File: src/hw/rtl/tgarle_pkg.sv
`timescale 1ns / 1ps

package tgarle_pkg;

    localparam int unsigned BYTE_W    = 8;
    localparam int unsigned PIX_W     = 32;
    localparam int unsigned REP_W     = 8;
    localparam int unsigned CNT_W     = 32;
    localparam int unsigned GATHER_W  = 24;
    localparam int unsigned PHASE_W   = 2;
    localparam int unsigned MODE_W    = 2;
    localparam int unsigned PB_W      = 3;
    localparam int unsigned CFG_W     = 32;
    localparam int unsigned CFG_IDX_W = 2;

    // Register indexes on the configuration port.
    typedef enum logic [CFG_IDX_W-1:0] {
        CFG_DECODE_MODE = 2'd0,
        CFG_PIXEL_BYTES = 2'd1,
        CFG_PIXEL_TOTAL = 2'd2
    } t_cfg_index;

    // Bits of the decode mode register.
    localparam int unsigned MODE_RLE_BIT  = 0;
    localparam int unsigned MODE_GREY_BIT = 1;

    localparam logic [MODE_W-1:0] MODE_RESET = 2'd0;
    localparam logic [PB_W-1:0]   PB_RESET   = 3'd3;
    localparam logic [PB_W-1:0]   PB_RGBA    = 3'd4;

    // Last byte index within a pixel for each pixel layout.
    localparam logic [PHASE_W-1:0] LAST_IDX_GREY = 2'd0;
    localparam logic [PHASE_W-1:0] LAST_IDX_RGB  = 2'd2;
    localparam logic [PHASE_W-1:0] LAST_IDX_RGBA = 2'd3;

    // Packet header layout.
    localparam int unsigned HDR_RUN_BIT = 7;
    localparam int unsigned HDR_CNT_W   = 7;

    localparam logic [REP_W-1:0] REPEAT_ONE = 8'd1;
    localparam logic [REP_W-1:0] REPEAT_MAX = 8'd128;

endpackage

File: src/hw/rtl/tga_rle_pixel_decoder.sv
`timescale 1ns / 1ps

// Channel   Direction  Handshake                  Payload
// input     in         i_in_valid / o_in_ready    i_data_byte, i_first_byte
// output    out        o_out_valid / i_out_ready  o_pixel_value, o_repeat_count, o_last_pixel
// config    in         i_cfg_we                   i_cfg_index, i_cfg_data
//
// One byte is transferred per cycle while input ready is high. A byte sits in the
// input register, and the decode stage behind it loads the result register once that
// register is free or being emptied; a pixel result is offered from there. A result
// that is not taken holds the decode stage: the input register fills and then input
// ready drops. Reset (synchronous, active low) restores the register defaults and
// clears all decode state.

module tga_rle_pixel_decoder
    import tgarle_pkg::*;
(
    input  logic                 i_clk,
    input  logic                 i_rst_n,
    // configuration writes
    input  logic                 i_cfg_we,
    input  logic [CFG_IDX_W-1:0] i_cfg_index,
    input  logic [CFG_W-1:0]     i_cfg_data,
    // byte stream in
    input  logic                 i_in_valid,
    output logic                 o_in_ready,
    input  logic [BYTE_W-1:0]    i_data_byte,
    input  logic                 i_first_byte,
    // pixel results out
    output logic                 o_out_valid,
    input  logic                 i_out_ready,
    output logic [PIX_W-1:0]     o_pixel_value,
    output logic [REP_W-1:0]     o_repeat_count,
    output logic                 o_last_pixel
);

    // Configuration registers.
    logic [MODE_W-1:0] r_decode_mode;
    logic [PB_W-1:0]   r_pixel_bytes;
    logic [CNT_W-1:0]  r_pixel_total;

    // Input register.
    logic              r_in_valid;
    logic [BYTE_W-1:0] r_in_byte;
    logic              r_in_first;

    // Decode state.
    logic [PHASE_W-1:0]  r_byte_phase,   n_byte_phase;
    logic [GATHER_W-1:0] r_pixel_gather, n_pixel_gather;
    logic [REP_W-1:0]    r_packet_left,  n_packet_left;
    logic                r_run_packet,   n_run_packet;
    logic [CNT_W-1:0]    r_pixels_done,  n_pixels_done;

    // Result register.
    logic              r_out_valid,   n_out_valid;
    logic [PIX_W-1:0]  r_pixel_value, n_pixel_value;
    logic [REP_W-1:0]  r_repeat,      n_repeat;
    logic              r_last,        n_last;

    // The decode stage moves forward whenever the result register is free or
    // is being emptied in this same cycle.
    logic advance;
    assign advance    = r_in_valid && (!r_out_valid || i_out_ready);
    assign o_in_ready = !r_in_valid || advance;

    // Decode working signals.
    logic                 grey_mode;
    logic                 rle_mode;
    logic [PHASE_W-1:0]   e_phase;
    logic [GATHER_W-1:0]  e_gather;
    logic [REP_W-1:0]     e_left;
    logic                 e_run;
    logic [CNT_W-1:0]     e_done;
    logic [CNT_W:0]       remain_full;
    logic [CNT_W-1:0]     remain;
    logic                 image_done;
    logic                 remain_small;
    logic [PHASE_W-1:0]   last_idx;
    logic [REP_W-1:0]     want_repeat;
    logic [REP_W-1:0]     clip_repeat;

    always_comb begin
        grey_mode = r_decode_mode[MODE_GREY_BIT];
        rle_mode  = r_decode_mode[MODE_RLE_BIT];

        // A first byte restarts the decoder before the byte itself is used.
        e_phase  = r_in_first ? '0 : r_byte_phase;
        e_gather = r_in_first ? '0 : r_pixel_gather;
        e_left   = r_in_first ? '0 : r_packet_left;
        e_run    = r_in_first ? 1'b0 : r_run_packet;
        e_done   = r_in_first ? '0 : r_pixels_done;

        // Pixels still owed to the image; a borrow means the total was
        // lowered below what has already been sent.
        remain_full  = {1'b0, r_pixel_total} - {1'b0, e_done};
        remain       = remain_full[CNT_W-1:0];
        image_done   = remain_full[CNT_W] || (remain == '0);
        remain_small = (remain[CNT_W-1:REP_W] == '0);

        if (grey_mode) begin
            last_idx = LAST_IDX_GREY;
        end else if (r_pixel_bytes == PB_RGBA) begin
            last_idx = LAST_IDX_RGBA;
        end else begin
            last_idx = LAST_IDX_RGB;
        end

        // Repeat count before clipping: whole packet count for a run.
        if (rle_mode && e_run) begin
            want_repeat = e_left;
        end else begin
            want_repeat = REPEAT_ONE;
        end
        if (remain_small && (remain[REP_W-1:0] < want_repeat)) begin
            clip_repeat = remain[REP_W-1:0];
        end else begin
            clip_repeat = want_repeat;
        end

        n_byte_phase   = e_phase;
        n_pixel_gather = e_gather;
        n_packet_left  = e_left;
        n_run_packet   = e_run;
        n_pixels_done  = e_done;
        n_out_valid    = 1'b0;
        n_pixel_value  = '0;
        n_repeat       = clip_repeat;
        n_last         = remain_small && (remain[REP_W-1:0] == clip_repeat);

        if (image_done) begin
            // Bytes beyond the last pixel are dropped.
        end else if (rle_mode && (e_left == '0)) begin
            // Packet header: count in the low bits, run flag on top.
            n_packet_left  = {1'b0, r_in_byte[HDR_CNT_W-1:0]} + REPEAT_ONE;
            n_run_packet   = r_in_byte[HDR_RUN_BIT];
            n_byte_phase   = '0;
            n_pixel_gather = '0;
        end else if (e_phase < last_idx) begin
            case (e_phase)
                2'd0:    n_pixel_gather[7:0]   = r_in_byte;
                2'd1:    n_pixel_gather[15:8]  = r_in_byte;
                2'd2:    n_pixel_gather[23:16] = r_in_byte;
                default: n_pixel_gather        = e_gather;
            endcase
            n_byte_phase = e_phase + 2'd1;
        end else begin
            // Last byte of the pixel: stored order is blue, green, red(, alpha),
            // sent out as red, green, blue, alpha.
            if (grey_mode) begin
                n_pixel_value = {24'd0, r_in_byte};
            end else if (last_idx == LAST_IDX_RGBA) begin
                n_pixel_value = {r_in_byte, e_gather[7:0], e_gather[15:8],
                                 e_gather[23:16]};
            end else begin
                n_pixel_value = {8'd0, e_gather[7:0], e_gather[15:8], r_in_byte};
            end
            n_byte_phase   = '0;
            n_pixel_gather = '0;
            if (rle_mode) begin
                if (e_run) begin
                    n_packet_left = '0;
                end else begin
                    n_packet_left = e_left - REPEAT_ONE;
                end
            end
            n_pixels_done = e_done + {{(CNT_W-REP_W){1'b0}}, clip_repeat};
            n_out_valid   = 1'b1;
        end
    end

    // Configuration registers take writes directly.
    always_ff @(posedge i_clk) begin
        if (!i_rst_n) begin
            r_decode_mode <= MODE_RESET;
            r_pixel_bytes <= PB_RESET;
            r_pixel_total <= '0;
        end else if (i_cfg_we) begin
            case (i_cfg_index)
                CFG_DECODE_MODE: r_decode_mode <= i_cfg_data[MODE_W-1:0];
                CFG_PIXEL_BYTES: r_pixel_bytes <= i_cfg_data[PB_W-1:0];
                CFG_PIXEL_TOTAL: r_pixel_total <= i_cfg_data[CNT_W-1:0];
                default: begin
                end
            endcase
        end
    end

    // Input register: loads on every input transfer.
    always_ff @(posedge i_clk) begin
        if (!i_rst_n) begin
            r_in_valid <= 1'b0;
        end else if (o_in_ready) begin
            r_in_valid <= i_in_valid;
        end
    end

    always_ff @(posedge i_clk) begin
        if (i_in_valid && o_in_ready) begin
            r_in_byte  <= i_data_byte;
            r_in_first <= i_first_byte;
        end
    end

    // Decode state moves once per decoded byte.
    always_ff @(posedge i_clk) begin
        if (!i_rst_n) begin
            r_byte_phase   <= '0;
            r_pixel_gather <= '0;
            r_packet_left  <= '0;
            r_run_packet   <= 1'b0;
            r_pixels_done  <= '0;
        end else if (advance) begin
            r_byte_phase   <= n_byte_phase;
            r_pixel_gather <= n_pixel_gather;
            r_packet_left  <= n_packet_left;
            r_run_packet   <= n_run_packet;
            r_pixels_done  <= n_pixels_done;
        end
    end

    // Result register.
    always_ff @(posedge i_clk) begin
        if (!i_rst_n) begin
            r_out_valid <= 1'b0;
        end else if (advance) begin
            r_out_valid <= n_out_valid;
        end else if (i_out_ready) begin
            r_out_valid <= 1'b0;
        end
    end

    always_ff @(posedge i_clk) begin
        if (advance && n_out_valid) begin
            r_pixel_value <= n_pixel_value;
            r_repeat      <= n_repeat;
            r_last        <= n_last;
        end
    end

    assign o_out_valid    = r_out_valid;
    assign o_pixel_value  = r_pixel_value;
    assign o_repeat_count = r_repeat;
    assign o_last_pixel   = r_last;

endmodule

File: config.mk
export PLATFORM = sky130hd
export DESIGN_NAME = tga_rle_pixel_decoder
export DESIGN_NICKNAME = d
export VERILOG_FILES = /design/src/hw/rtl/tgarle_pkg.sv /design/src/hw/rtl/tga_rle_pixel_decoder.sv
export SDC_FILE = /design/constraint.sdc
export NUM_CORES = 1
export LEC_CHECK = 0
export BUFFER_PORTS_ARGS = -buffer_cell sky130_fd_sc_hd__buf_2
export CORE_ASPECT_RATIO = 1.1
export CORE_MARGIN = 4
export CORE_UTILIZATION = 25
export CTS_BUF_LIST = sky130_fd_sc_hd__clkbuf_16
export CTS_CLUSTER_SIZE = 20
export DETAILED_ROUTE_END_ITERATION = 10
export PLACE_DENSITY = 0.44
export SLEW_MARGIN = 20
export SYNTH_ARGS = -nofsm -noshare
export SYNTH_HDL_FRONTEND = slang
export SYNTH_SLANG_ARGS = --single-unit
File: constraint.sdc
create_clock -name i_clk -period 7 [get_ports i_clk]
set_input_delay 1.05 -clock i_clk [delete_from_list [all_inputs] [get_ports i_clk]]
set_output_delay 1.05 -clock i_clk [all_outputs]
set_load 0.1 [all_outputs]
# Yosys cells after proc, flatten, opt, wreduce, memory -nomap -nowiden
# Index checks and enable logic that the tools add are counted.
# word_totals
output_inout_bits	43
word_cells	91
inputBits	48
register_bits	156
# op_classes
bitwise_logic	1
reduce_logical	24
eq_ne	7
mux	35
n_addsub	5
magnitude_cmp	2
# op_table
op	n
$mux W32	4
$mux W8	13
$mux W24	4
$sub A32 B32 Y33	1
$add A32 B8 Y32	1
$logic_not A32 Y1	1
$logic_not A24 Y1	1
$mux W2	5
$mux W1	9
$add A7 B1 Y8 const B	1
$eq A8 B8 Y1	1
$logic_not A8 Y1	1
$lt A8 B8 Y1	1
$sub A8 B1 Y8 const B	1
$logic_and A1 B1 Y1	7
$eq A2 B2 Y1 const B	3
$reduce_and A2 Y1	3
$reduce_or A5 Y1	1
$eq A2 B1 Y1 const B	2
$logic_not A2 Y1	2
$reduce_or A4 Y1	1
$eq A3 B3 Y1 const B	1
$logic_or A1 B1 Y1	3
$reduce_or A3 Y1	1
other kinds (5)	6

# Depth between registers and ports, before layout
# Gate-level depths: netlist of run 1.
# depth
ltp_word	10
depth_mapped	32
depth_no_buf	30

# Worst setup path after synthesis of run 1
# Ideal clock, no wire load.
# synth_path
kind	register to register
start	register r_in_first
end	register r_pixels_done[30]
path_slack_ns	0.392
stages_incl_launch_ff	32
setup_ns	0.119
t_arrival_ns	6.489
required_time_ns	6.881
period_less_slack_ns	6.608
path_buffers	4
path_cell_list	edfxtp_1 > clkbuf_1 > clkbuf_1 > buf_1 > nor2b_1 > ha_1 > fa_1 > nor2b_1 > o31ai_4 > a211o_1 > a21oi_1 > o21ai_0 > a2111oi_0 > o2111a_1 > and3_1 > nand3_1 > nor2_4 > mux2i_1 > ha_1 > inv_1 > fa_1 > nor2b_1 > o21ai_0 > a21boi_0 > o21ai_0 > a21boi_0 > o21ai_0 > nand2b_1 > nor2b_1 > clkbuf_1 > nand4_1 > mux2i_1
# synth_via
elab_chain_len	10
word_cells_on_any_way	20
classes_between	2 x add/sub; 2 x order compare; 9 x mux; 7 x reduce/logical
# synth_rtl
element	line	rtl
from (decl)	tga_rle_pixel_decoder.sv:45	logic r_in_first;
from (signal assigned)	tga_rle_pixel_decoder.sv:200	r_in_first <= i_first_byte;
branches (longest 5 deep; another with $sub A32 B32 Y33)	-	
$mux W8 *	tga_rle_pixel_decoder.sv:114	if (remain_small && (remain[REP_W-1:0] < want_repeat)) begin
named net clip_repeat[0]	tga_rle_pixel_decoder.sv:80	logic [REP_W-1:0] clip_repeat;
$add A32 B8 Y32 *	tga_rle_pixel_decoder.sv:166	n_pixels_done = e_done + {{(CNT_W-REP_W){1'b0}}, clip_repeat};
$mux W32 *	tga_rle_pixel_decoder.sv:138	end else if (e_phase < last_idx) begin
$mux W32 *	tga_rle_pixel_decoder.sv:132	end else if (rle_mode && (e_left == '0)) begin
$mux W32 *	tga_rle_pixel_decoder.sv:130	if (image_done) begin
to (signal assigned)	tga_rle_pixel_decoder.sv:217	r_pixels_done <= n_pixels_done;
to (decl)	tga_rle_pixel_decoder.sv:52	logic [CNT_W-1:0] r_pixels_done, n_pixels_done;
# Mark *: on every way through the listed nets, which the timed path passes.
# A chain may end at the register's enable or synchronous reset.

# Worst setup path after layout of run 1
# layout_path
start	register r_in_first
end	register r_pixels_done[12]
# Same word-level chain as after synthesis.

==> out/summary.txt, run 1 <==
vias in the first global route: 8771
worst slew pin tran: 1.03 ns
Max stage delay on crit path: 0.46 ns
Pwr Total: 2.30 mW
PortBufs: 90
GR Util All Layers: 14.3%
outcome: completed
Worst-path clk slew: 0.08 ns
gpl congestion: 0.836
Max-cap violations: 0
starting density of the core: 25.3%
vias per cell: 4.94
power density cells: 201 nW/µm²
Max Fclk: 154 MHz
Worst Path Required: 7.31 ns
clock tree sinks: 156
largest area contributor in the netlist: dfxtp_1
number of fill cells: 4151
global-route wire length before repair: 48300 µm
Syn-to-layout area delta: 18.2%
maximum clock path buffer count: 2
die span in x: 196 µm
Setup WS post-layout: 0.518 ns
FF-to-FF Start: r_in_first
final net count: 1371
Syn Std Cell Area: 9680 µm²
CTS tree: done
Hold Path Depth: 2
Post-DP HPWL: 22900 µm
cts hold-fix bufs: 0
FP Rows: 75
DR pass1 iterations: 5
CP max FO: 29
residual DRC count: 0
Crit Path Class: reg2reg
Critical-path top delay cell: edfxtp_1
VDD IR max: 169 µV
Core ar.: 38200 µm²
CP arrival: 6.80 ns
Hold Crit Class: reg2reg
Avg WL per Cell: 17.0 µm
FF-to-FF path depth: 29
dpl ws: 0.0324 ns
setup TNS: 0 ns
GRT Residual Overflow: 0
initial DRC count: 528
asr flop ratio synth: 0%
leak pwr: 4.64 nW
TritonCTS Buffers: 17
Setup violations, final: 0
Distinct cells, synth: 83
commonest cells after routing, fill and taps aside: nand2_1 (200), a21oi_1 (116), dfxtp_1 (106), buf_2 (90), o21ai_0 (63)
EDFF count, synth: 50
unrepaired setup endpoints after global routing: false
Syn Inst Count: 1179
I/O pins: 91
Final Skew: 0.0138 ns
Max Slew Vio Count: 0
synthesized area per cell: 8.21 µm²
root buffer cell: clkbuf_16
full die area: 41900 µm²
FF-to-FF End: r_pixels_done[12]
Synth top area share: 21.9%
Die Y-Extent: 214 µm
Routed WL: 30300 µm
layout cells sized above 1: 15.6%
ANT nets after route: 0
initial antenna violation count: 0
post-synthesis register bit count: 156
WHS Endpoint: r_pixel_gather[13]
critical hold path startpoint: r_pixel_gather[13]
ys flop type: dfxtp_1
Vias: 8788
Synth Net Count: 1285
hold_ws: 0.451 ns
Area contributors post-synth: dfxtp_1 (22%), edfxtp_1 (16%), nand2_1 (7.8%)
min Tclk post-route: 6.48 ns
number of diodes: 0
most frequent CP cell: o21ai_0
Fin. Hold Viols: 0
yosys warns: 0
element type at the critical path end: flop
commonest non-fill, non-tap cell in the layout: nand2_1
CP Launch Type: flop
R2R Setup Slk: 0.52 ns
Slew HR: 31.1%
sequential element share of the synthesized area: 37.4%
clk_lat worst skew: 0.45 ns
period utilization: 92.6%
CTS H-Tree Depth: 4
pin count of the biggest net entering global routing: 55
## layout make-up
cell class,count,area (µm²),area share (%)
well taps,500,626,5.47
repair buffers,127,741,6.47
flip-flops and latches,156,3620,31.7
clock inverters,15,149,1.30
clock buffers,17,425,3.72
multi-input cells,905,5670,49.5
inverters,58,218,1.90
## kinds of logic after synthesis
logic type | Yosys count | synth area share [%]
and+or+nand+nor | 475 | 23.4
AOI/OAI and AO/OA | 315 | 21.2
DFF | 156 | 37.4
buffers and inverters | 118 | 4.67
adders and majority gates | 58 | 7.65
muxes | 34 | 3.55
xor gates and xnor gates | 23 | 2.08
## power by group
| group | leakage, nW | internal, mW | switching (mW) |
|---|---|---|---|
| clock network | 0.280 | 0.475 | 0.457 |
| registers | 1.36 | 0.947 | 0.0178 |
| logic | 3.00 | 0.154 | 0.251 |
## synthesized netlist by cell type, types with 15 or more instances
master and n:
clkbuf_1 53, o21a_1 16, ha_1 56, xnor2_1 16, nor3_1 42, and3_1 16
a21oi_1 119, nor2b_1 18, dfxtp_1 106, mux2i_1 31, edfxtp_1 50, nand4_1 24
inv_1 56, o21ai_0 63, nor2_1 59, a21o_1 15, nand2_1 200, nand3_1 44
and2_1 27
## metrics by stage
step / util (%) / instances / cell area (µm²)
after floorplan: - / 1179 / 9680
after global placement: 28.3 / 1744 / 10800
after detailed placement: 28.3 / 1744 / 10800
after CTS: 29.8 / 1776 / 11400
after global routing: 30.0 / 1778 / 11400
final: 30.0 / 1778 / 11400
## worst max-delay path: cells and delay by family (launching register included)
| family | cells | cell delay [ns] |
|---|---|---|
| compound gates | 11 | 2.33 |
| buf+inv | 3 | 0.35 |
| xor+xnor | 1 | 0.17 |
| simple gates | 10 | 1.80 |
| mux | 1 | 0.27 |
| flops | 1 | 0.46 |
| fa+ha+maj | 3 | 0.94 |
## per-layer routing
| metal | up-vias | part of all wire, % | track usage (%) |
|---|---|---|---|
| li1 | 4416 | - | - |
| met1 | 4190 | 46 | 18.4 |
| met2 | 153 | 49 | 24.7 |
| met3 | 29 | 3.4 | 2.58 |
| met4 | 0 | 1.6 | 3.45 |
| met5 | - | 0 | 0 |
## registers in the layout (all words and copies together), names as in the netlist
name            count
o_last_pixel        1
o_out_valid         1
o_pixel_value      32
o_repeat_count      8
r_byte_phase        2
r_decode_mode       2
r_in_byte           8
r_in_first          1
r_in_valid          1
r_packet_left       8
r_pixel_bytes       3
r_pixel_gather     24
r_pixel_total      32
r_pixels_done      32
r_run_packet        1
## how the worst max path moves through the flow
stage / startpoint / endpoint / slack (ns) / depth (start not counted)
after floorplan: r_in_first / r_pixels_done[30] / 0.39 / 31
after global placement: r_in_first / r_pixels_done[12] / 0.19 / 29
after detailed placement: r_in_first / r_pixels_done[12] / 0.03 / 29
after CTS: r_in_first / r_pixels_done[12] / 0.008 / 29
after global routing: r_in_first / r_pixels_done[12] / 0.02 / 28
final: r_in_first / r_pixels_done[12] / 0.52 / 29
## timing repair
| action | in CTS | in global routing |
|---|---|---|
| setup buffers | 0 | 2 |
| resized for setup | 0 | 13 |
| endpoints found under the setup margin | 0 | 21 |
Note: power is estimated with default switching activity, not from simulation.
==> run 2: changes to the inputs <==
- RECOVER_POWER: not set -> 50
==> run 2 against run 1 <==
Net effect: the run now ends with max-capacitance violations, max-slew violations left; critical path depth did not move; highest routed layer unchanged; critical endpoint unchanged; clock skew hardly changed; clock power barely moved; non-clock buffer count unchanged; wire length barely moved; worst setup slack improved by 0.0027 ns; power about the same; sequential share of layout area rose by 0.16 points; count of clock-buffer cells in the layout is the same; register-to-register slack is essentially flat; via count did not move.
==> out/summary.txt, run 2 (synthesis gave the netlist of run 1 again) <==
outcome: finished, violations left
failing checks: max-capacitance violations, max-slew violations
clk_lat worst skew: 0.45 ns (about the same)
Fin. Hold Viols: 0 (unchanged)
critical hold path startpoint: r_pixel_gather[13]
logic gate share of total power: 17.6% (about the same)
clock tree sinks: 156 (unchanged)
commonest cells after routing, fill and taps aside: nand2_1 (200), a21oi_1 (116), dfxtp_1 (106), o21ai_0 (63), nor2_1 (59)
Final Skew: 0.0136 ns (-0.000207 ns)
VDD IR max: 169 µV (-0.17%)
Critical Path End: r_pixels_done[12]
Max-cap violations: 1 (+1)
placed cells: 1744 (unchanged)
vias per cell: 4.94 (unchanged)
Slew HR: -61.3% (-92 points)
GR Util All Layers: 14.3% (unchanged)
maximum clock path buffer count: 2 (unchanged)
Setup violations, final: 0 (unchanged)
Worst Path Required: 7.31 ns (about the same)
CP max FO: 29 (unchanged)
root buffer cell: clkbuf_16
leak pwr: 4.49 nW (-3.3%)
starting density of the core: 25.3% (unchanged)
Routed WL: 30300 µm (about the same)
FF-to-FF End: r_pixels_done[12]
initial antenna violation count: 0 (unchanged)
gpl congestion: 0.836 (unchanged)
Max stage delay on crit path: 0.46 ns (about the same)
Max Slew Vio Count: 48 (+48)
CP arrival: 6.79 ns (about the same)
FF-to-FF Start: r_in_first
final net count: 1371 (unchanged)
vias in the first global route: 8771 (unchanged)
worst slew pin tran: 2.42 ns (+1.39 ns)
Sw Pwr: 0.725 mW (-0.10%)
Critical-path top delay cell: edfxtp_1
area of the multi-input gates: 5670 µm² (unchanged)
full die area: 41900 µm² (unchanged)
Worst-path clk slew: 0.07 ns (about the same)
Seq pwr share: 42.0% (about the same)
Post-DP HPWL: 22900 µm (unchanged)
period utilization: 92.6% (about the same)
I/O pins: 91 (unchanged)
R2R Setup Slk: 0.52 ns (about the same)
Power Internal: 1.58 mW (about the same)
unrepaired setup endpoints after global routing: false
GRT Residual Overflow: 0 (unchanged)
FF+latch area: 3620 µm² (unchanged)
CP Launch Type: flop
Critical path origin: r_in_first
FF-to-FF path depth: 29 (unchanged)
Core ar.: 38200 µm² (unchanged)
Vias: 8788 (unchanged)
ANT nets after route: 0 (unchanged)
commonest non-fill, non-tap cell in the layout: nand2_1
number of fill cells: 4160 (+0.22%)
CTS tree: done
Crit Path Class: reg2reg
final cell count without fillers: 1778 (unchanged)
number of diodes: 0 (unchanged)
Syn-to-layout area delta: 17.6%
die span in x: 196 µm (unchanged)
CTS H-Tree Depth: 4 (unchanged)
Setup WS post-layout: 0.521 ns (+0.00268 ns)
setup TNS: 0 ns (unchanged)
switching power share of the total: 31.5% (about the same)
initial DRC count: 525 (-0.57%)
Die Y-Extent: 214 µm (unchanged)
layout cells sized above 1: 11.9% (-3.7 points)
Max Fclk: 154 MHz (about the same)
element type at the critical path end: flop
residual DRC count: 0 (unchanged)
most frequent CP cell: o21ai_0
DR pass1 iterations: 4 (-1)
PortBufs: 90 (unchanged)
pin count of the biggest net entering global routing: 55 (unchanged)
Hold Crit Class: reg2reg
FP Rows: 75 (unchanged)
TritonCTS Buffers: 17 (unchanged)
min Tclk post-route: 6.48 ns (-0.00268 ns)
Avg WL per Cell: 17.0 µm (about the same)
dpl ws: 0.0324 ns (unchanged)
Clk pwr share: 40.5% (about the same)
global-route wire length before repair: 48300 µm (unchanged)
power density cells: 202 nW/µm² (+0.47%)
[run 2: layout make-up]
type,instances,area share (%)
multi-input combinational,905,49.7
sequential,156,31.8
timing repair buffer,127,6.00
tap,500,5.49
clock buffer,17,3.74
inverter,58,1.91
clock inverter,15,1.31
[run 2: what timing repair did]
item                       in CTS  in global routing
hold buffers                    0                  0
setup endpoints to repair       0                 21
gates resized for setup         0                 13
buffers inserted                0                  2
[run 2: critical path, delay by kind of cell, from the launching register on]
family	cells	cell delay [ns]
adders and majority gates	3	0.94
DFF	1	0.46
AOI/OAI and AO/OA	11	2.33
and+or+nand+nor	10	1.80
buffers and inverters	3	0.35
muxes	1	0.27
xor gates and xnor gates	1	0.17
[run 2: power by group through the flow]
stage	clock (mW)	sequential (mW)	combinational (mW)
after floorplan	0	0.985	0.274
after global placement	0	0.986	0.399
after detailed placement	0	0.987	0.398
after CTS	0.962	0.966	0.400
after global routing	0.997	0.968	0.450
final	0.931	0.965	0.404
[run 2: layer usage]
metal	vias to the layer above	part of all wire, %	GRT usage, %
met5	-	0	0
met4	0	1.5	3.45
met3	28	3.4	2.58
met2	157	49	24.7
met1	4188	46	18.4
li1	4415	-	-
[run 2: worst min-delay path by stage]
stage / end / slack, ns / cells past startpoint
after floorplan: r_pixel_gather[10] / 0.42 / 2
after global placement: r_pixel_gather[13] / 0.44 / 2
after detailed placement: r_pixel_gather[11] / 0.44 / 2
after CTS: r_pixel_gather[11] / 0.45 / 2
after global routing: r_pixel_gather[9] / 0.47 / 2
final: r_pixel_gather[13] / 0.45 / 2
[run 2: metrics by stage]
stage          instance area [µm²]  utilization [%]  power [mW]  hold slack (ns)
6_report                     11400             29.8        2.30            0.451
5_1_grt                      11400             29.8        2.42            0.471
3_3_place_gp                 10800             28.3        1.39            0.436
4_1_cts                      11400             29.8        2.33            0.450
2_1_floorplan                 9680                -        1.26            0.424
3_5_place_dp                 10800             28.3        1.38            0.439
